File: src/rtl/cba_pkg.sv
// shared types and constants for the contiguous block allocator
package cba_pkg;

  localparam int DEF_NUM_BLOCKS = 128;
  localparam int FIELD_W        = 7;
  localparam int FIELD_MAX      = 127;
  localparam int STATUS_W       = 2;

  localparam logic [STATUS_W-1:0] ST_OK      = 2'd0;
  localparam logic [STATUS_W-1:0] ST_NO_ROOM = 2'd1;
  localparam logic [STATUS_W-1:0] ST_BAD     = 2'd2;

  localparam logic KIND_ALLOC = 1'b0;
  localparam logic KIND_FREE  = 1'b1;

  typedef enum logic [1:0] {
    S_IDLE,
    S_SCAN,
    S_MARK,
    S_DONE
  } state_t;

  typedef struct packed {
    logic shift;
    logic wr_bit;
  } map_ctl_t;

endpackage

File: src/rtl/cba_map.sv
// circular shift register holding the free map, one block per cycle at the tap while ctl.shift is set
module cba_map import cba_pkg::*; #(
  parameter int NUM_BLOCKS = DEF_NUM_BLOCKS
) (
  input  logic     clk,
  input  logic     rst,
  input  map_ctl_t ctl,
  output logic     cur_bit
);

  logic [NUM_BLOCKS-1:0] map;

  // block 0 reserved, all others free
  localparam logic [NUM_BLOCKS-1:0] MAP_RESET = {{(NUM_BLOCKS-1){1'b1}}, 1'b0};

  always_ff @(posedge clk) begin
    if (rst) begin
      map <= MAP_RESET;
    end else if (ctl.shift) begin
      map <= {ctl.wr_bit, map[NUM_BLOCKS-1:1]};
    end
  end

  assign cur_bit = map[0];

endmodule

File: src/rtl/cba_ctrl.sv
// request sequencer: validation, first-fit scan pass, mark pass and result register
module cba_ctrl import cba_pkg::*; #(
  parameter int NUM_BLOCKS = DEF_NUM_BLOCKS
) (
  input  logic                clk,
  input  logic                rst,
  input  logic                req_valid,
  output logic                req_ready,
  input  logic                req_kind,
  input  logic [FIELD_W-1:0]  req_first,
  input  logic [FIELD_W-1:0]  req_count,
  output logic                res_valid,
  input  logic                res_ready,
  output logic [STATUS_W-1:0] res_status,
  output logic [FIELD_W-1:0]  res_start,
  input  logic                cur_bit,
  output map_ctl_t            map_ctl
);

  localparam int CW   = $clog2(NUM_BLOCKS);
  localparam int CMPW = (CW > FIELD_W + 1) ? CW : FIELD_W + 1;
  localparam int TOP  = (NUM_BLOCKS - 1 < FIELD_MAX) ? NUM_BLOCKS - 1 : FIELD_MAX;
  localparam logic [CW-1:0]   IDX_LAST = CW'(NUM_BLOCKS - 1);
  localparam logic [CMPW-1:0] TOP_X    = CMPW'(TOP);

  state_t state, state_next;

  logic [CW-1:0]       idx;
  logic                kind;
  logic [FIELD_W-1:0]  count;
  logic [FIELD_W-1:0]  lo;
  logic [FIELD_W-1:0]  run;
  logic [FIELD_W-1:0]  run_start;
  logic                found;
  logic [STATUS_W-1:0] status;

  logic                accept;
  logic                bad_req;
  logic [FIELD_W:0]    free_end;
  logic [CMPW-1:0]     idx_x;
  logic [CMPW-1:0]     lo_x;
  logic [CMPW-1:0]     hi_x;
  logic                in_range;
  logic                mark_hit;
  logic                pass_end;
  logic                res_load;
  logic                scan_hit;
  logic                found_now;
  logic [FIELD_W-1:0]  start_now;

  assign accept   = req_valid && req_ready;
  assign free_end = {1'b0, req_first} + {1'b0, req_count};

  always_comb begin
    if (req_kind == KIND_ALLOC) begin
      bad_req = (req_count == '0) || (CMPW'(req_count) > TOP_X);
    end else begin
      bad_req = (req_count == '0) || (req_first == '0) ||
                (CMPW'(free_end) > TOP_X + CMPW'(1));
    end
  end

  assign idx_x    = CMPW'(idx);
  assign lo_x     = CMPW'(lo);
  assign hi_x     = CMPW'({1'b0, lo} + {1'b0, count});
  assign in_range = (idx != '0) && (idx_x <= TOP_X);
  assign mark_hit = (idx_x >= lo_x) && (idx_x < hi_x);
  assign pass_end = (idx == IDX_LAST);
  assign res_load = (state == S_DONE) && (!res_valid || res_ready);

  // run completed at the tap this cycle, including the last block of the pass
  assign scan_hit  = in_range && !found && cur_bit && (run + FIELD_W'(1) == count);
  assign found_now = found || scan_hit;
  assign start_now = (run == '0) ? FIELD_W'(idx) : run_start;

  // next state
  always_comb begin
    state_next = state;
    case (state)
      S_IDLE: begin
        if (accept) begin
          if (bad_req) begin
            state_next = S_DONE;
          end else if (req_kind == KIND_ALLOC) begin
            state_next = S_SCAN;
          end else begin
            state_next = S_MARK;
          end
        end
      end
      S_SCAN: begin
        if (pass_end) begin
          state_next = found_now ? S_MARK : S_DONE;
        end
      end
      S_MARK: begin
        if (pass_end) begin
          state_next = S_DONE;
        end
      end
      S_DONE: begin
        if (res_load) begin
          state_next = S_IDLE;
        end
      end
      default: state_next = S_IDLE;
    endcase
  end

  // outputs
  always_comb begin
    req_ready      = 1'b0;
    map_ctl.shift  = 1'b0;
    map_ctl.wr_bit = cur_bit;
    case (state)
      S_IDLE: req_ready = 1'b1;
      S_SCAN: map_ctl.shift = 1'b1;
      S_MARK: begin
        map_ctl.shift = 1'b1;
        if (mark_hit) begin
          map_ctl.wr_bit = (kind == KIND_FREE);
        end
      end
      default: ;
    endcase
  end

  always_ff @(posedge clk) begin
    if (rst) begin
      state     <= S_IDLE;
      res_valid <= 1'b0;
    end else begin
      state <= state_next;
      if (res_load) begin
        res_valid <= 1'b1;
      end else if (res_ready) begin
        res_valid <= 1'b0;
      end
    end
  end

  always_ff @(posedge clk) begin
    if (rst) begin
      idx <= '0;
    end else if (state == S_SCAN || state == S_MARK) begin
      idx <= pass_end ? '0 : idx + CW'(1);
    end else begin
      idx <= '0;
    end
  end

  always_ff @(posedge clk) begin
    if (accept) begin
      kind      <= req_kind;
      count     <= req_count;
      lo        <= req_first;
      run       <= '0;
      run_start <= '0;
      found     <= 1'b0;
      status    <= bad_req ? ST_BAD : ST_OK;
    end else if (state == S_SCAN) begin
      if (in_range && !found) begin
        if (cur_bit) begin
          if (run == '0) begin
            run_start <= FIELD_W'(idx);
          end
          run <= run + FIELD_W'(1);
          if (run + FIELD_W'(1) == count) begin
            found <= 1'b1;
          end
        end else begin
          run <= '0;
        end
      end
      if (pass_end) begin
        if (found_now) begin
          lo <= found ? run_start : start_now;
        end else begin
          status <= ST_NO_ROOM;
        end
      end
    end
  end

  always_ff @(posedge clk) begin
    if (res_load) begin
      res_status <= status;
      res_start  <= (status == ST_OK && kind == KIND_ALLOC) ? lo : '0;
    end
  end

  a_status_code: assert property (@(posedge clk) disable iff (rst)
    res_valid |-> (res_status == ST_OK || res_status == ST_NO_ROOM || res_status == ST_BAD))
    else $error("result status outside the defined codes");

  a_start_only_ok: assert property (@(posedge clk) disable iff (rst)
    (res_valid && res_start != '0) |-> (res_status == ST_OK))
    else $error("nonzero run start on a failed request");

  a_scan_miss: assert property (@(posedge clk) disable iff (rst)
    (state == S_SCAN && pass_end && !found_now) |=> (state == S_DONE && status == ST_NO_ROOM))
    else $error("failed scan did not report no room");

  a_busy_after_accept: assert property (@(posedge clk) disable iff (rst)
    accept |=> (state != S_IDLE))
    else $error("sequencer idle right after taking a request");

endmodule

File: src/rtl/contiguous_block_allocator.sv
// top level of the first-fit contiguous block allocator
//
//   channel | direction | contents
//   s_*     | in        | tuser: kind; tdata: first_block, block_count
//   m_*     | out       | tuser: status; tdata: run_start
//
// bad request: goes from accept straight to the done state and the result register
// free or allocate with no room: one rotation of the free map
// allocate: a scan rotation then a mark rotation
// one map bit passes the tap per cycle during a scan or mark pass; a new request is taken once the result is registered
// rst restores the map at once: block 0 used, all others free
// a stalled result holds in the output register while the next request is taken
module contiguous_block_allocator import cba_pkg::*; #(
  parameter int NUM_BLOCKS = DEF_NUM_BLOCKS
) (
  input  logic        clk,
  input  logic        rst,
  input  logic        s_tvalid,
  output logic        s_tready,
  input  logic [15:0] s_tdata,   // [6:0] first_block, [13:7] block_count, [15:14] zero
  input  logic        s_tuser,   // [0] kind
  output logic        m_tvalid,
  input  logic        m_tready,
  output logic [7:0]  m_tdata,   // [6:0] run_start, [7] zero
  output logic [1:0]  m_tuser    // [1:0] status
);

  map_ctl_t           map_ctl;
  logic               cur_bit;
  logic [FIELD_W-1:0] res_start;

  cba_map #(
    .NUM_BLOCKS(NUM_BLOCKS)
  ) u_map (
    .clk     (clk),
    .rst     (rst),
    .ctl     (map_ctl),
    .cur_bit (cur_bit)
  );

  cba_ctrl #(
    .NUM_BLOCKS(NUM_BLOCKS)
  ) u_ctrl (
    .clk        (clk),
    .rst        (rst),
    .req_valid  (s_tvalid),
    .req_ready  (s_tready),
    .req_kind   (s_tuser),
    .req_first  (s_tdata[6:0]),
    .req_count  (s_tdata[13:7]),
    .res_valid  (m_tvalid),
    .res_ready  (m_tready),
    .res_status (m_tuser),
    .res_start  (res_start),
    .cur_bit    (cur_bit),
    .map_ctl    (map_ctl)
  );

  assign m_tdata = {1'b0, res_start};

endmodule

File: config.mk
export PLATFORM = sky130hd
export DESIGN_NAME = contiguous_block_allocator
export DESIGN_NICKNAME = d
export VERILOG_FILES = /design/src/rtl/cba_pkg.sv /design/src/rtl/cba_map.sv /design/src/rtl/cba_ctrl.sv /design/src/rtl/contiguous_block_allocator.sv
export SDC_FILE = /design/constraint.sdc
export NUM_CORES = 1
export LEC_CHECK = 0
export ABC_CLOCK_PERIOD_IN_PS = 2550
export BUFFER_PORTS_ARGS = -buffer_cell sky130_fd_sc_hd__buf_2
export CAP_MARGIN = 40
export CELL_PAD_IN_SITES_DETAIL_PLACEMENT = 1
export CELL_PAD_IN_SITES_GLOBAL_PLACEMENT = 2
export CORE_UTILIZATION = 37
export DETAILED_ROUTE_END_ITERATION = 10
export HOLD_SLACK_MARGIN = 0.03
export PLACE_DENSITY_LB_ADDON = 0.1
export SLEW_MARGIN = 10
export SYNTH_ARGS = -nofsm -noshare
export SYNTH_HDL_FRONTEND = slang
export SYNTH_SLANG_ARGS = --single-unit
export TNS_END_PERCENT = 1
File: constraint.sdc
create_clock -name clk -period 2.55 [get_ports clk]
set_input_delay 0.3825 -clock clk [delete_from_list [all_inputs] [get_ports clk]]
set_output_delay 0.3825 -clock clk [all_outputs]
set_load 0.005 [all_outputs]
Word level (Yosys, flattened, before mapping)
Cells that the tools add are included.
{"block": "classes", "n_addsub": 4, "magnitude_cmp": 4, "n_eq_ne": 10, "muxes": 27, "bitwise_logic": 2, "n_reduce_logical": 33}
{"operator": "two-way mux 7 bit", "n": 7}
{"operator": "two-way mux 2 bit", "n": 11}
{"operator": "zero test 7 bit", "n": 3}
{"operator": "adder 7 x 7 -> 8 bit", "n": 2}
{"operator": "adder 7 x 1 -> 7 bit (second input constant)", "n": 2}
{"operator": "inequality test 2 x 1 -> 1 bit (second input constant)", "n": 5}
{"operator": "AND reduction 3 bit", "n": 3}
{"operator": "greater-than comparator 8 bit (second input constant)", "n": 1}
{"operator": "logical AND 1 bit", "n": 8}
{"operator": "< comparator 7 x 8 -> 1 bit", "n": 1}
{"operator": "two-way mux 1 bit", "n": 8}
{"operator": "one-hot mux 2 bit (4 select lines)", "n": 1}
{"operator": "AND reduction 4 bit", "n": 2}
{"operator": "nonzero test 2 bit", "n": 4}
{"operator": "equality test 7 bit", "n": 1}
{"operator": "equality test 7 bit (second input constant)", "n": 1}
{"operator": ">= comparator 7 bit", "n": 1}
{"operator": "<= comparator 7 bit (second input constant)", "n": 1}
{"operator": "nonzero test 7 bit", "n": 1}
{"operator": "logical OR 1 bit", "n": 5}
{"operator": "equality test 2 bit (second input constant)", "n": 2}
{"operator": "zero test 2 bit", "n": 2}
{"operator": "OR reduction 3 bit", "n": 1}
{"operator": "equality test 2 x 1 -> 1 bit (second input constant)", "n": 1}
{"operator": "4 further kinds", "n": 6}
{"block": "word_totals", "register_bits": 179, "input_bits": 21, "out_inout_bits": 12, "elab_cells": 93}

Longest topological paths before layout
Gate-level depths: netlist (run 1).
{"block": "logic_depth", "word_depth": 10, "mapped_depth": 13, "ltp_nobuf": 13}

Cells and area by module
A second synthesis (run 1) with hierarchy kept.
{"block": "hier_totals", "hier_cells": 766, "area_unflattened_um2": 8031.5}
{"module": "cba_map", "n_inst": 1, "cells_each": 426, "area_per_inst_um2": 4769.6, "seq_area_each_um2": 2562.5}
{"module": "cba_ctrl", "n_inst": 1, "cells_each": 338, "area_per_inst_um2": 3250.6, "seq_area_each_um2": 1281.2}
{"module": "contiguous_block_allocator", "n_inst": 1, "cells_each": 2, "area_per_inst_um2": 11.3, "seq_area_each_um2": 0.0}

Worst setup path after synthesis (run 1)
Ideal clock, no wire load.
{"block": "synth_timing", "path_type": "flip-flop to flip-flop", "startpoint": "register u_ctrl.lo[0]", "endpoint": "register u_map.map[127]", "setup_time_ns": 0.086, "arrival_time_ns": 2.689, "t_required_ns": 2.464, "setup_slack_ns": -0.225, "stages_incl_launch_ff": 14, "path_buffers": 0, "synth_period_minus_slack_ns": 2.775, "cell_sequence": "edfxtp_1 -> ha_1 -> fa_1 -> a21o_1 -> a21oi_1 -> o21bai_1 -> a21oi_1 -> xor2_1 -> ha_1 -> a21oi_1 -> o21ai_0 -> a311oi_1 -> nor4b_1 -> a211oi_1"}
{"block": "synth_between", "elab_chain_cells": 5, "word_cells_on_any_way": 6, "classes_between": "add/sub (1); order compare (2); mux (2); reduce/logical (1)"}
{"element": "start, declared", "line_no": "cba_ctrl.sv:31", "source": "logic [FIELD_W-1:0] lo;"}
{"element": "start signal, assigned", "line_no": "cba_ctrl.sv:156", "source": "lo <= req_first;"}
{"element": "start signal, assigned", "line_no": "cba_ctrl.sv:177", "source": "lo <= found ? run_start : start_now;"}
{"element": "adder 7 x 7 -> 8 bit", "line_no": "cba_ctrl.sv:65", "source": "assign hi_x = CMPW'({1'b0, lo} + {1'b0, count});"}
{"element": "< comparator 7 x 8 -> 1 bit", "line_no": "cba_ctrl.sv:67", "source": "assign mark_hit = (idx_x >= lo_x) && (idx_x < hi_x);"}
{"element": "logical AND 1 bit (*)", "line_no": "cba_ctrl.sv:67"}
{"element": "two-way mux 1 bit (*)", "line_no": "cba_ctrl.sv:120", "source": "if (mark_hit) begin"}
{"element": "two-way mux 1 bit (*)", "line_no": "cba_ctrl.sv:115", "source": "case (state)"}
{"element": "end signal, assigned", "line_no": "cba_map.sv:20", "source": "map <= {ctl.wr_bit, map[NUM_BLOCKS-1:1]};"}
{"element": "end, declared", "line_no": "cba_map.sv:11", "source": "logic [NUM_BLOCKS-1:0] map;"}
Mark *: on every way between the ends. The rest lies on a longest branch, timed or not.
A chain may end at the register's enable or synchronous reset.

Worst setup path in the final report (run 1)
{"block": "layout_timing", "startpoint": "register u_ctrl.count[0]", "endpoint": "register u_map.map[127]"}
{"block": "layout_between", "elab_chain_cells": 5}
{"element": "start, declared", "line_no": "cba_ctrl.sv:30", "source": "logic [FIELD_W-1:0] count;"}
{"element": "start signal, assigned", "line_no": "cba_ctrl.sv:155", "source": "count <= req_count;"}
{"element": "adder 7 x 7 -> 8 bit", "line_no": "cba_ctrl.sv:65"}
{"element": "< comparator 7 x 8 -> 1 bit", "line_no": "cba_ctrl.sv:67"}
{"element": "logical AND 1 bit", "line_no": "cba_ctrl.sv:67"}
{"element": "two-way mux 1 bit", "line_no": "cba_ctrl.sv:120"}
{"element": "two-way mux 1 bit", "line_no": "cba_ctrl.sv:115"}
Every way passes these cells.

==> results of run 1 <==
==> synth_stat cells (all sizes together) (2+ instances only) <==
| library cell | instances | share of area, % |
|---|---|---|
| nor2 | 36 | 1.8 |
| o21bai | 2 | 0.19 |
| dfxtp | 153 | 39 |
| and2 | 12 | 0.98 |
| fa | 2 | 0.51 |
| edfxtp | 26 | 9.9 |
| a211o | 129 | 14 |
| or3 | 6 | 0.49 |
| a21oi | 27 | 1.7 |
| xnor2 | 9 | 1.0 |
| nand4 | 3 | 0.24 |
| inv | 20 | 0.95 |
| nor3 | 6 | 0.38 |
| nor4 | 5 | 0.39 |
| o2111ai | 2 | 0.22 |
| mux2i | 16 | 2.0 |
| a31oi | 2 | 0.16 |
| nand2 | 20 | 0.98 |
| clkbuf | 37 | 1.8 |
| nand2b | 5 | 0.39 |
| ha | 35 | 5.5 |
| o31ai | 2 | 0.25 |
| a21o | 4 | 0.38 |
| nor2b | 131 | 10 |
| or4 | 3 | 0.33 |
| buf | 13 | 0.73 |
| o21ai | 29 | 1.8 |
| or2 | 2 | 0.16 |
| a211oi | 4 | 0.38 |
| xor2 | 10 | 1.1 |
| nand3 | 11 | 0.76 |
| nand3b | 2 | 0.19 |
==> kinds of logic (layout without fill, tap and decap cells) <==
group | count (synthesis) | after routing | synth area share [%]
XOR/XNOR | 19 | 19 | 2.10
flip-flops | 179 | 179 | 48.5
adder cells (fa/ha/maj) | 37 | 37 | 6.03
other | 1 | 1 | 0.0473
AND/OR/NAND/NOR | 247 | 247 | 17.9
multiplexers | 16 | 16 | 2.02
AO/OA/AOI/OAI | 206 | 206 | 19.9
buffers and inverters | 70 | 120 | 3.43
==> registers in the layout (all words and copies together), names as in the netlist, 7 cells and up <==
| register | count |
|---|---|
| u_map.map | 128 |
| u_ctrl.count | 7 |
| u_ctrl.idx | 7 |
| u_ctrl.lo | 7 |
| u_ctrl.res_start | 7 |
| u_ctrl.run | 7 |
| u_ctrl.run_start | 7 |
==> what timing repair did <==
action	CTS	global route
buffers inserted	0	1
setup endpoints to repair	1	12
pin swaps	1	1
gates resized for setup	4	4
==> where the power goes <==
| group | switching, uW | internal [uW] | leakage [uW] |
|---|---|---|---|
| Clock | 1220 | 1430 | 0.000298 |
| Sequential | 361 | 3620 | 0.00151 |
| Combinational | 2310 | 1990 | 0.00183 |
==> critical path: stages (launching register included) <==
cell,delay [ns]
edfxtp_1,0.41
ha_2,0.22
fa_2,0.34
a21o_1,0.17
a21oi_2,0.14
o21bai_1,0.08
a21oi_1,0.15
xor2_1,0.16
ha_1,0.27
a21oi_1,0.13
o21ai_1,0.09
a311oi_2,0.32
buf_4,0.18
a211oi_2,0.05
==> layer usage <==
layer / global-route usage [%] / up-vias / routed length, um
met5: 0 / - / 0
met4: 5.62 / 0 / 287
met3: 3.04 / 17 / 274
met2: 28.1 / 40 / 8370
met1: 20.3 / 2736 / 8280
li1: - / 2847 / -
==> per-stage QoR <==
stage | setup TNS [ns] | power (uW) | setup WS, ns | hold slack [ns]
after floorplan | -0.234 | 7260 | -0.110 | 0.427
after global placement | -0.319 | 8110 | -0.319 | 0.435
after detailed placement | -0.440 | 8350 | -0.440 | 0.441
after CTS | -0.293 | 11100 | -0.293 | 0.167
after global routing | -0.494 | 11800 | -0.494 | 0.173
final | -0.296 | 10900 | -0.296 | 0.190
==> area by class of cell <==
| class | instances | share of cell area (%) |
|---|---|---|
| clock inverters | 14 | 1.81 |
| flip-flops and latches | 179 | 41.7 |
| well taps | 275 | 3.73 |
| repair buffers | 68 | 5.32 |
| clock buffers | 18 | 4.77 |
| multi-input cells | 526 | 41.8 |
| inverters | 20 | 0.815 |
==> path summary, 6_finish.rpt <==
check | to | from | cells after the start | slack [ns]
setup reg to reg | u_map.map[127] | u_ctrl.count[0] | 13 | -0.30
hold reg to reg | u_map.map[46] | u_map.map[47] | 1 | 0.46
hold / removal | u_ctrl.count[0] | s_tdata[7] | 1 | 0.19
setup / recovery | u_map.map[127] | u_ctrl.count[0] | 13 | -0.30
==> impl_metrics.yaml, run 1 <==
status:
  outcome: "finished with violations"
  violations: "negative setup slack"
sta:
  rsz0062_at_grt: "yes"
  finalHoldViolCount: 0
  finalSetupViolCount: 1
  slew_headroom_pct: 47.9
  slew_violations: 0
  period_share_pct: 112
  min_period_ns: 2.85
  max_freq_ghz: 0.351
  finalClockSkew_ns: 0.00996
  worst_pin_slew_ns: 0.782
  fin_ws_ns: -0.296
global_route:
  grt_pass1_wl_um: 28400
  grt_overflow: 0
  antenna_found_initial: 0
  first_global_vias: 5692
  track_usage_pct: 16.3
  grt_max_degree: 74
cts:
  cts_buffers: 17
  cts_sinks: 179
  clock_path_buffers: 2
  insertion_delay_ns: 0.42
  clk_pin_slew_ns: 0.07
  cts_tree: "done"
  htreeDepth: 4
  cts_hold_buf: 0
  clock_tree.root_cell: "clkbuf_16"
layout:
  drive_gt1_share_pct: 14.5
  ff_latch_area_um2: 3840
  final_nets: 870
  final_common_cell: "dfxtp_1"
  postLayoutCellArea_um2: 9220
  most-common-layout-cells: "153 x dfxtp_1, 131 x nor2b_1, 129 x a211o_1"
  finalCoreUtilization_pct: 43.8
  fillCellCount: 2310
  diodes: 0
  multiInputGateArea_um2: 3860
  syn_to_final_growth_pct: 16.3
  instances_no_fill: 1100
floorplanning:
  core_area_um2: 21000
  die_w_um: 148
  start_util_pct: 37.7
  die_area_um2: 22000
  row_count: 53
  ios: 33
  fp.dieH_um: 148
logic_synthesis:
  yosys_warnings: 0
  yosysUniqueCellTypes: 53
  ys_seq_area_share_pct: 48.5
  syn_inst: 775
  synth_nets: 833
  post_synth.cell_area_avg_um2: 10.2
  synth_edf_count: 26
  ys.flop_type: "dfxtp_1"
  synth-seq-cells: 179
  synthArstFlopShare_pct: 0
  syn_area_um2: 7920
route:
  routed_wl_um: 17200
  postRouteAntennaNets: 0
  via_count: 5640
  drc: 0
  drtIter0Drc: 150
  dr.pass1.iters: 4
  viasPerCell: 5.13
  wire_per_inst_um: 15.6
job:
  max-cap-violations: 0
place:
  io_buffers: 29
  place_area_um2: 8570
  routabilityCongestion: 0.782
  place_hpwl_um: 11900
  dp_cells: 1066
power:
  leakage_uw: 0.00364
  irDropWorstVdd_mv: 0.563
  powerDensity_nw_per_um2: 1190
worst_setup_path:
  endpoint_kind: "register"
  arrival_ns: 3.15
  worstSetupPathType: "register to register"
  critPathMaxFanout: 2
  critPathRequiredTime_ns: 2.85
  critPathLaunchType: "register"
min_path:
  min_path_type: "input pin to register"
Note: power is estimated with default switching activity, not from simulation.
==> run 2, diff against run 1 <==
--- a/config.mk
+++ b/config.mk
@@ -14,6 +14,7 @@
 export DETAILED_ROUTE_END_ITERATION = 10
 export HOLD_SLACK_MARGIN = 0.03
 export PLACE_DENSITY_LB_ADDON = 0.1
+export SKIP_LAST_GASP = 1
 export SLEW_MARGIN = 10
 export SYNTH_ARGS = -nofsm -noshare
 export SYNTH_HDL_FRONTEND = slang
==> run 2 against run 1 <==
Effect of this change: the run still ends with negative setup slack left; total power hardly changed; worst setup slack improved by 0.0095 ns; utilization decreased by 0.054 points; critical path depth stayed put; critical path type unchanged.
==> impl_metrics.yaml, run 2 (same netlist as run 1, synthesis figures left out) <==
status:
  outcome: "finished with violations"
  violations: "negative setup slack"
route:
  viasPerCell: 5.12
  dr.pass1.iters: 4
  drtIter0Drc: 151
  routed_wl_um: 17200
  via_count: 5635
  postRouteAntennaNets: 0
  wire_per_inst_um: 15.7
  drc: 0
worst_setup_path:
  critPathMaxFanout: 2
  critPathRequiredTime_ns: 2.85
  worstSetupPathType: "register to register"
  endpoint_kind: "register"
  arrival_ns: 3.14
  critPathLaunchType: "register"
cts:
  cts_sinks: 179
  clk_pin_slew_ns: 0.07
  htreeDepth: 4
  insertion_delay_ns: 0.43
  cts_buffers: 17
  clock_path_buffers: 2
  cts_tree: "done"
  clock_tree.root_cell: "clkbuf_16"
power:
  leakage_uw: 0.00363
  total_power_uw: 10900
  irDropWorstVdd_mv: 0.566
  powerDensity_nw_per_um2: 1190
layout:
  largest_reg_flops: 128
  syn_to_final_growth_pct: 16.2
  finalCoreUtilization_pct: 43.8
  diodes: 0
  top_register: "u_map.map"
  instances_no_fill: 1100
  final_common_cell: "dfxtp_1"
  drive_gt1_share_pct: 14.4
  fillCellCount: 2311
  most-common-layout-cells: "153 x dfxtp_1, 131 x nor2b_1, 129 x a211o_1"
  final_nets: 870
floorplanning:
  die_w_um: 148
  row_count: 53
  die_area_um2: 22000
  start_util_pct: 37.7
  core_area_um2: 21000
  fp.dieH_um: 148
  ios: 33
sta:
  slew_headroom_pct: 48.5
  finalSetupViolCount: 1
  rsz0062_at_grt: "yes"
  min_period_ns: 2.84
  max_freq_ghz: 0.353
  finalClockSkew_ns: 0.00912
  worst_pin_slew_ns: 0.772
  finalHoldViolCount: 0
  period_share_pct: 111
  whs_ns: 0.189
  fin_ws_ns: -0.286
  slew_violations: 0
global_route:
  grt_overflow: 0
  first_global_vias: 5692
  antenna_found_initial: 0
  grt_max_degree: 74
  grt_pass1_wl_um: 28400
  track_usage_pct: 16.3
min_path:
  min_path_type: "input pin to register"
place:
  io_buffers: 29
  place_hpwl_um: 11900
  dp_cells: 1066
  routabilityCongestion: 0.782
job:
  max-cap-violations: 0
==> run 2: cell counts in the layout (fill, tap and decap cells not counted) <==
Identical to the previous run, type by type.
==> run 2: per-layer routing <==
layer / routed length, um / track usage (%)
met4: 293 / 5.62
met3: 274 / 3.04
met2: 8360 / 28.1
met5: 0 / 0
met1: 8320 / 20.3
==> run 2: worst paths after layout <==
path                   startpoint               to  slack (ns)  cells past startpoint
setup / recovery  u_ctrl.count[0]   u_map.map[127]       -0.29                     13
hold / removal         s_tdata[7]  u_ctrl.count[0]        0.19                      1
setup reg to reg  u_ctrl.count[0]   u_map.map[127]       -0.29                     13
hold reg to reg     u_map.map[47]    u_map.map[46]        0.46                      1
==> run 2: final cells by class <==
| type | count | area (um2) | share of cell area, % |
|---|---|---|---|
| multi-input combinational | 526 | 3840 | 41.8 |
| clock inverter | 14 | 166 | 1.81 |
| inverter | 20 | 75.1 | 0.816 |
| tap | 275 | 344 | 3.74 |
| sequential | 179 | 3840 | 41.8 |
| timing repair buffer | 68 | 490 | 5.33 |
| clock buffer | 18 | 439 | 4.77 |
==> run 2: worst max-delay path, stage by stage (launching register included) <==
cell and delay (ns):
edfxtp_1 0.41, ha_2 0.22, fa_2 0.34, a21o_1 0.17, a21oi_2 0.14, o21bai_1 0.08, a21oi_1 0.15, xor2_1 0.16
ha_1 0.26, a21oi_1 0.13, o21ai_1 0.09, a311oi_2 0.33, buf_4 0.18, a211oi_2 0.05
==> run 2: stage by stage <==
step / worst slack (ns) / instance area, um2 / setup TNS, ns
2_1_floorplan: -0.110 / 7930 / -0.234
3_3_place_gp: -0.319 / 8570 / -0.319
3_5_place_dp: -0.440 / 8570 / -0.440
4_1_cts: -0.293 / 9180 / -0.293
5_1_grt: -0.501 / 9200 / -0.906
6_report: -0.286 / 9200 / -0.286
==> run 2: power breakdown <==
group	internal, uW	total, uW	switching [uW]
sequential	3620	3980	362
clock	1430	2660	1220
combinational	1980	4290	2300
total	7040	10900	3890
==> run 2: repair_timing <==
item / CTS / global route
pin swaps: 1 / 1
hold buffers: 0 / 0
endpoints found under the setup margin: 1 / 12
endpoints found under the hold margin: 0 / 0
buffers inserted: 0 / 1
resized for setup: 4 / 1
==> run 3, diff against run 2 <==
--- a/config.mk
+++ b/config.mk
@@ -10,8 +10,11 @@
 export CAP_MARGIN = 40
 export CELL_PAD_IN_SITES_DETAIL_PLACEMENT = 1
 export CELL_PAD_IN_SITES_GLOBAL_PLACEMENT = 2
+export CORE_MARGIN = 2
 export CORE_UTILIZATION = 37
+export CTS_CLUSTER_SIZE = 10
 export DETAILED_ROUTE_END_ITERATION = 10
+export GPL_ROUTABILITY_DRIVEN = 0
 export HOLD_SLACK_MARGIN = 0.03
 export PLACE_DENSITY_LB_ADDON = 0.1
 export SKIP_LAST_GASP = 1
==> run 3 against run 2 <==
Effect of this change: the flow still finishes with violations (negative setup slack); via count increased by 1.3%; clock power about the same; sequential share of layout area decreased by 0.068 points; global-route usage decreased by 0.23 points; maximum frequency decreased by 2.6%; routed wire length increased by 1.3%; sequential power about the same; clock-buffer cell count decreased by 1; critical endpoint unchanged; highest routed layer unchanged.
==> impl_metrics.yaml, run 3 (same netlist as run 1, synthesis figures left out) <==
status:
  outcome: "finished with violations"
  violations: "negative setup slack"
route:
  viasPerCell: 5.18
  via_count: 5711
  wire_per_inst_um: 15.8
  met1_length_um: 8190
  dr.pass1.iters: 4
  dr_wl_met2_um: 8540
  drtIter0Drc: 262
  wl_met3_um: 433
  postRouteAntennaNets: 0
  routed.top_layer: "met4"
  routed_wl_um: 17500
  drc: 0
worst_setup_path:
  cpPeakStageDelay_ns: 0.42
  critPathLaunchType: "register"
  critPathRequiredTime_ns: 2.86
  path_cells: "buf_4, fa_2, a21o_1, a21oi_2, o21bai_1, a21oi_1, xor2_1, ha_1, a21oi_1, o21ai_1, a311oi_2, buf_4, a211oi_2"
  endpoint_kind: "register"
  critPathMaxFanout: 2
  slowest_stage: "edfxtp_1"
  arrival_ns: 3.22
  worstSetupPathType: "register to register"
place:
  place_hpwl_um: 12300
  place_ws_ns: -0.487
  io_buffers: 29
  place_area_um2: 8560
sta:
  fin_ws_ns: -0.360
  max_freq_ghz: 0.344
  slew_violations: 0
  finalSetupTns_ns: -0.360
  min_period_ns: 2.91
  finalSetupViolCount: 1
  worst_pin_slew_ns: 0.581
  finalHoldViolCount: 0
  finalClockSkew_ns: 0.00825
  slew_headroom_pct: 61.3
  rsz0062_at_grt: "yes"
  period_share_pct: 114
cts:
  cts_hold_buf: 0
  cts_buffers: 17
  clock_path_buffers: 2
  insertion_delay_ns: 0.43
  clk_pin_slew_ns: 0.07
  htreeDepth: 4
  clock_tree.root_cell: "clkbuf_16"
  cts_sinks: 179
  cts_tree: "done"
layout:
  diodes: 0
  most-common-layout-cells: "153 x dfxtp_1, 131 x nor2b_1, 129 x a211o_1"
  final_nets: 873
  postLayoutCellArea_um2: 9220
  largest_reg_flops: 128
  drive_gt1_share_pct: 14.7
  top_register: "u_map.map"
  syn_to_final_growth_pct: 16.4
  final_common_cell: "dfxtp_1"
floorplanning:
  row_count: 53
  die_w_um: 150
  ios: 33
  start_util_pct: 37.7
  die_area_um2: 22600
  core_area_um2: 21000
  fp.dieH_um: 150
global_route:
  track_usage_pct: 16.1
  antenna_found_initial: 0
  grt_max_degree: 93
  grt_overflow: 0
  grt_pass1_wl_um: 28900
  first_global_vias: 5805
min_path:
  min_path_type: "input pin to register"
power:
  irDropWorstVdd_mv: 0.651
  powerDensity_nw_per_um2: 1190
  leakage_uw: 0.00364
job:
  max-cap-violations: 0
[run 3: worst paths after layout]
| path | from | to | slack [ns] | cells past startpoint |
|---|---|---|---|---|
| setup reg to reg | u_ctrl.lo[1] | u_map.map[127] | -0.36 | 13 |
| hold / removal | s_tdata[13] | u_ctrl.count[6] | 0.16 | 1 |
| setup / recovery | u_ctrl.lo[1] | u_map.map[127] | -0.36 | 13 |
| hold reg to reg | u_map.map[82] | u_map.map[81] | 0.46 | 1 |
[run 3: timing repair]
action | 4_1_cts | 5_1_grt
endpoints found under the setup margin | 1 | 8
endpoints found under the hold margin | 0 | 0
buffers inserted | 2 | 1
pin swaps | 2 | 5
gates resized for setup | 4 | 1
[run 3: critical path: cells and delay by family (launching register included)]
family / cells / cell delay [ns]
compound gates: 8 / 1.20
fa+ha+maj: 2 / 0.66
flops: 1 / 0.42
buf+inv: 2 / 0.35
xor+xnor: 1 / 0.17
[run 3: layout make-up]
cell class | count | area (um2)
repair buffers | 71 | 500
well taps | 275 | 344
fillers | 2315 | 11800
flip-flops and latches | 179 | 3840
clock buffers | 17 | 425
clock inverters | 15 | 185
multi-input cells | 526 | 3840
inverters | 20 | 75.1
[run 3: metrics by stage]
stage	std cells	hold slack, ns	total power [uW]	util (%)
floorplan	775	0.427	7260	-
global placement	1067	0.435	8110	40.7
detailed placement	1067	0.444	8360	40.7
CTS	1101	0.140	11100	43.8
global route	1103	0.152	11800	43.9
finish	1103	0.165	10900	43.9
[run 3: power breakdown]
group	internal (uW)	total, uW	switching, uW	leakage [uW]
sequential	3620	3970	351	0.00151
combinational	1990	4310	2320	0.00184
clock	1410	2660	1250	0.000292
[run 3: metal layers]
| layer | vias to the layer above | GRT usage (%) |
|---|---|---|
| met5 | - | 0 |
| met4 | 0 | 6.04 |
| met3 | 22 | 3.18 |
| met2 | 51 | 27.8 |
| met1 | 2783 | 19.7 |
| li1 | 2855 | - |
